`src/hw/rtl/elbs_pkg.sv`:
```
`timescale 1ns / 1ps
`default_nettype none

package elbs_pkg;

    // Field widths
    localparam int TS_W        = 11;
    localparam int POS_W       = 10;
    localparam int VAL_W       = 32;
    localparam int IDX_W       = 11;

    // Default table depth
    localparam int MAX_ENTRIES_DEF = 1024;

    // Request operation codes
    localparam logic OP_LOAD  = 1'b0;
    localparam logic OP_QUERY = 1'b1;

    // Controller to datapath commands
    typedef struct packed {
        logic load_write;   // write one table entry
        logic load_query;   // capture key and effective size
        logic probe_step;   // evaluate one exponential probe
        logic bin_issue;    // read at the bracket midpoint
        logic bin_step;     // narrow the bracket
        logic finish;       // latch the answer
    } cmd_t;

    // Datapath to controller status
    typedef struct packed {
        logic n_zero;       // effective size is zero
        logic probe_more;   // keep doubling the bound
        logic bin_open;     // bracket still holds candidates
    } status_t;

endpackage

`default_nettype wire

```
`src/hw/rtl/elbs_ctrl.sv`:
```
`timescale 1ns / 1ps
`default_nettype none

module elbs_ctrl (
    input  wire logic              clk,
    input  wire logic              rst_n,
    input  wire logic              start,
    input  wire logic              op,
    input  wire elbs_pkg::status_t status,
    output elbs_pkg::cmd_t         cmd,
    output logic                   busy,
    output logic                   done
);
    import elbs_pkg::*;

    typedef enum logic [4:0] {
        S_IDLE      = 5'b00001,
        S_PROBE_RD  = 5'b00010,
        S_PROBE_CMP = 5'b00100,
        S_BIN       = 5'b01000,
        S_BIN_CMP   = 5'b10000
    } state_t;

    state_t state_reg;
    state_t state_next;
    logic   done_reg;
    logic   done_next;

    // State and strobe registers
    always_ff @(posedge clk or negedge rst_n)
    begin
        if (!rst_n)
        begin
            state_reg <= S_IDLE;
            done_reg  <= 1'b0;
        end
        else
        begin
            state_reg <= state_next;
            done_reg  <= done_next;
        end
    end

    // Sequencing: probe read/compare pairs, then bisection read/compare pairs
    always_comb
    begin
        state_next = state_reg;
        done_next  = 1'b0;
        cmd        = '0;
        case (state_reg)
            S_IDLE:
            begin
                if (start)
                begin
                    if (op == OP_QUERY)
                    begin
                        cmd.load_query = 1'b1;
                        state_next     = status.n_zero ? S_BIN : S_PROBE_RD;
                    end
                    else
                    begin
                        cmd.load_write = 1'b1;
                    end
                end
            end
            S_PROBE_RD:
            begin
                state_next = S_PROBE_CMP;
            end
            S_PROBE_CMP:
            begin
                cmd.probe_step = 1'b1;
                state_next     = status.probe_more ? S_PROBE_RD : S_BIN;
            end
            S_BIN:
            begin
                if (status.bin_open)
                begin
                    cmd.bin_issue = 1'b1;
                    state_next    = S_BIN_CMP;
                end
                else
                begin
                    cmd.finish = 1'b1;
                    done_next  = 1'b1;
                    state_next = S_IDLE;
                end
            end
            S_BIN_CMP:
            begin
                cmd.bin_step = 1'b1;
                state_next   = S_BIN;
            end
            default:
            begin
                state_next = S_IDLE;
            end
        endcase
    end

    assign busy = (state_reg != S_IDLE);
    assign done = done_reg;

endmodule

`default_nettype wire

```
`config.mk`:
```
export PLATFORM = sky130hd
export DESIGN_NAME = elbs_ctrl
export DESIGN_NICKNAME = d
export VERILOG_FILES = /design/src/hw/rtl/elbs_pkg.sv /design/src/hw/rtl/elbs_ctrl.sv
export SDC_FILE = /design/constraint.sdc
export NUM_CORES = 1
export LEC_CHECK = 0
export BUFFER_PORTS_ARGS = -buffer_cell sky130_fd_sc_hd__buf_2
export CORE_AREA = 2 2 39 41
export DETAILED_ROUTE_END_ITERATION = 12
export DIE_AREA = 0 0 41 43
export SYNTH_ARGS = -nofsm -noshare
export SYNTH_HDL_FRONTEND = slang
export SYNTH_SLANG_ARGS = --single-unit
```
`constraint.sdc`:
```
create_clock -name clk -period 2.8 [get_ports clk]
set_clock_uncertainty 0.05 [all_clocks]
set_input_delay 0.56 -clock clk [delete_from_list [all_inputs] [get_ports clk]]
set_output_delay 0.56 -clock clk [all_outputs]
set_load 0.05 [all_outputs]
```
### Word level (Yosys, flattened, before mapping)

Cells that the tools add are included.

* output and inout port bits: 8
* input port bits: 7
* word-level logic and storage cells: 27
* register bits after elaboration: 6

* reduce and logical (&&, ||, !) cells: 1
* equal/unequal tests: 8
* multiplexer cells: 16

Operators with widths (count)
* case mux 5 bit (5 select lines): 1
* two-way mux 5 bit: 3
* two-way mux 1 bit: 8
* two-way mux 4 bit: 2
* == test 5 x 1 -> 1 bit, second input constant: 1
* == test 5 x 2 -> 1 bit, second input constant: 1
* == test 5 x 3 -> 1 bit, second input constant: 1
* == test 5 x 4 -> 1 bit, second input constant: 1
* == test 5 bit, second input constant: 1
* inequality test 5 x 1 -> 1 bit, second input constant: 1
* two-way mux 2 bit: 2
* inequality test 2 bit, second input constant: 2
* AND reduction 2 bit: 1

### Depth between registers and ports, before layout

* word-level depth: 4
* depth in mapped cells: 3
* depth with buffers taken out: 3

### Worst setup path before layout

OpenSTA, ideal clock, no wires.

* kind: reg-to-output
* start point: register state_reg[0]
* end point: output cmd[5] (netlist bit)
* path buffers: 0
* path slack: -182 ps
* stages on the path, launching flop included: 4
* required time: 2190 ps
* arrival: 2372 ps
* cells stage by stage: dfstp_2 > nor2b_1 > nand2_1 > nor3b_1

RTL lines
* from (decl): RTL line elbs_ctrl.sv:24 `state_t state_reg;`
* from (signal assigned): RTL line elbs_ctrl.sv:39 `state_reg <= state_next;`
* to (decl): RTL line elbs_ctrl.sv:10 `output elbs_pkg::cmd_t cmd,`

==> results_dict.tcl <==
set metrics [dict create \
    crit_buf_inv 1 \
    dp_hpwl_um 648.7 \
    synth_area_um2 360.3 \
    cp_slowest_cell "dfstp_2" \
    fp.dieW_um 41 \
    multi_input_area_um2 198.9 \
    cts_max_level 1 \
    crit_path_end_kind "primary output" \
    cts_hold_buffers 0 \
    grt_max_degree 7 \
    clk_latency_ns 0.25 \
    slowest_delay_ns 0.56 \
    fin_crit_ns 2.258 \
    hold_viol 0 \
    die_y_um 43 \
    whs_ns 0.06703 \
    drc_errors 0 \
    worstSetupStartpointType "register" \
    dpl_cell_area_um2 447.9 \
    max_cap_viol_count 0 \
    syn2layout_area_growth_pct 31.60 \
    cpLargestDelayFamily "simple AND/OR/NAND/NOR gates" \
    pwr_density_cell_nw_per_um2 551.1 \
    cp.arrival_ns 1.65 \
    globalplace.congestion 0.7595 \
    routedWlPerCell_um 11.33 \
    grt_pass1_wl_um 1235 \
    layout-drive-gt1-share_pct 46.30 \
    post_cts_buffers 0 \
    cts_resized 0 \
    cts.sinks 6 \
    cts_tree "done" \
    synth_xor_area_share_pct 0 \
    crit_type "reg -> out" \
    num-fill-cells 152 \
    synth_fp_nets 44 \
    vdd_drop_max_v 0.0002805 \
    core_um2 1384 \
    cp_max_fo 5 \
    rsz0062_at_grt "no" \
    timing.final.crit_share_pct 80.65 \
    worst_pin_slew_ns 0.3381 \
    fmax_ghz 0.4428 \
    leakagePower_nw 0.2404 \
    viasPerCell 4.914 \
    yosys.area_share.simple_pct 39.24 \
    overflow 0 \
    status "complete, no violations" \
    dieArea_um2 1763 \
    drt-initial-drc-count 7 \
    fin_cells 70 \
    antenna_cells 0 \
    drv_slew 0 \
    cts_buffers 3 \
    synthDistinctLibCells 23 \
    syn_inst 37 \
    fin_nets 62 \
    vias 344 \
    clkSlewWorstSetupHoldPaths_ns 0.06 \
    yosys_warnings 0 \
    largest_reg_flops 5 \
    grt_antenna_before_repair 0 \
    grt_use_total_pct 10.25 \
    synth_compound_area_share_pct 14.58 \
    io_buffers 14 \
    ys_seq_area_share_pct 42.01 \
    crit_required_ns 2.19 \
    finalSetupViolCount 0 \
    synth-adder-area-share_pct 0 \
    clockBufferDepth 2 \
    dr.pass1.iters 4 \
    initial_core_util_pct 26.04 \
    ant_nets 0 \
    design_area_um2 474.2 \
    routed_wl_um 793 \
    ys_ff_latch 6 \
    hp-class "in -> async" \
    dp_cells 66 \
    cts_root_buf "clkbuf_4" \
    worstPathCellList "nor2b_1, nand2_1, nor3b_2, buf_2" \
    fin_tns_setup_ns 0 \
    seq_area_um2 151.4 \
    rows 14 \
    synth_area_per_cell_um2 9.739 \
    synth_mux_area_share_pct 0 \
    synth_top_family_by_area "simple AND/OR/NAND/NOR gates" \
    ioPinCount 15 \
    grt_pass1_vias 309 \
    slew_headroom_pct 77.29 \
    power_uw 261.3 \
]
[power breakdown]
part	leakage (nW)	switching, mW	internal [mW]
clock network	0.0150	0.0367	0.0543
logic	0.146	0.0488	0.0213
registers	0.0796	0.00672	0.0935
total	0.240	0.0922	0.169
[cell usage after synthesis]
cell	number	area share (%)
o311ai_2	1	4.5
nor2b_2	1	2.4
inv_1	2	2.1
nand4_1	1	1.7
nand3_1	2	2.8
and3_2	1	2.1
nor3_1	1	1.4
nor3b_1	2	4.2
nor2b_1	1	1.7
nor2_1	3	3.1
a31o_1	1	2.4
nor4_1	1	1.7
and2_1	2	3.5
buf_4	1	2.1
nand2_1	3	3.1
nor2b_4	1	3.8
nor3_2	1	2.8
nand3b_1	1	2.1
a32oi_1	2	4.9
dfrtp_1	5	35
o21ai_0	2	2.8
dfstp_2	1	7.3
and3b_2	1	2.8
[stage by stage]
step / utilization [%] / setup WS (ns)
6_report: 34.27 / 0.5418
5_1_grt: 34.27 / 0.4339
4_1_cts: 34.27 / 0.5390
3_5_place_dp: 32.37 / 0.8163
3_3_place_gp: 32.37 / 0.8403
2_1_floorplan: - / 0.3075
[logic make-up after synthesis]
family                 Yosys count
AND/OR/NAND/NOR                 22
flip-flops                       6
AO/OA/AOI/OAI                    6
buffers and inverters            3
[routing by layer]
metal / track usage (%) / vias to the layer above / wire length [um]
met5: 0 / - / 0
met4: 2.000 / 0 / 3
met3: 4.712 / 2 / 78
met2: 15.31 / 15 / 342
met1: 13.23 / 155 / 369
li1: - / 172 / -
[final timing paths]
path,end,start,depth (start not counted),slack (ns)
setup / recovery,cmd[5],state_reg[0],4,0.54
hold / removal,state_reg[2],rst_n,1,0.07
setup reg to reg,state_reg[0],state_reg[0],3,1.43
hold reg to reg,state_reg[2],state_reg[0],1,0.57
max in group asynchronous,state_reg[0],rst_n,1,2.40
min in group clk,state_reg[4],status[0],3,0.51
[worst reg2reg max path: cells and delay by family (launching register included)]
kind | cells | cell delay (ns)
simple gates | 2 | 0.46
compound gates | 1 | 0.23
flops | 1 | 0.56
[layout make-up]
cell class / count / area share [%]
tap: 16 / 4.222
timing repair buffer: 14 / 14.78
inverter: 2 / 1.583
multi-input combinational: 28 / 41.95
sequential: 6 / 31.93
clock buffer: 4 / 5.541
[cells in the final DEF, fill, tap and decap left out, types with 2 or more instances in the layout]
master | synthesis | final
clkbuf_4 | 0 | 3
dfrtp_1 | 5 | 5
nand2_1 | 3 | 3
buf_2 | 0 | 14
nor2_1 | 3 | 3
a32oi_1 | 2 | 2
o21ai_0 | 2 | 2
and2_1 | 2 | 2
inv_1 | 2 | 2
nand3_1 | 2 | 2
No activity file was read; power rests on OpenSTA's default activity.
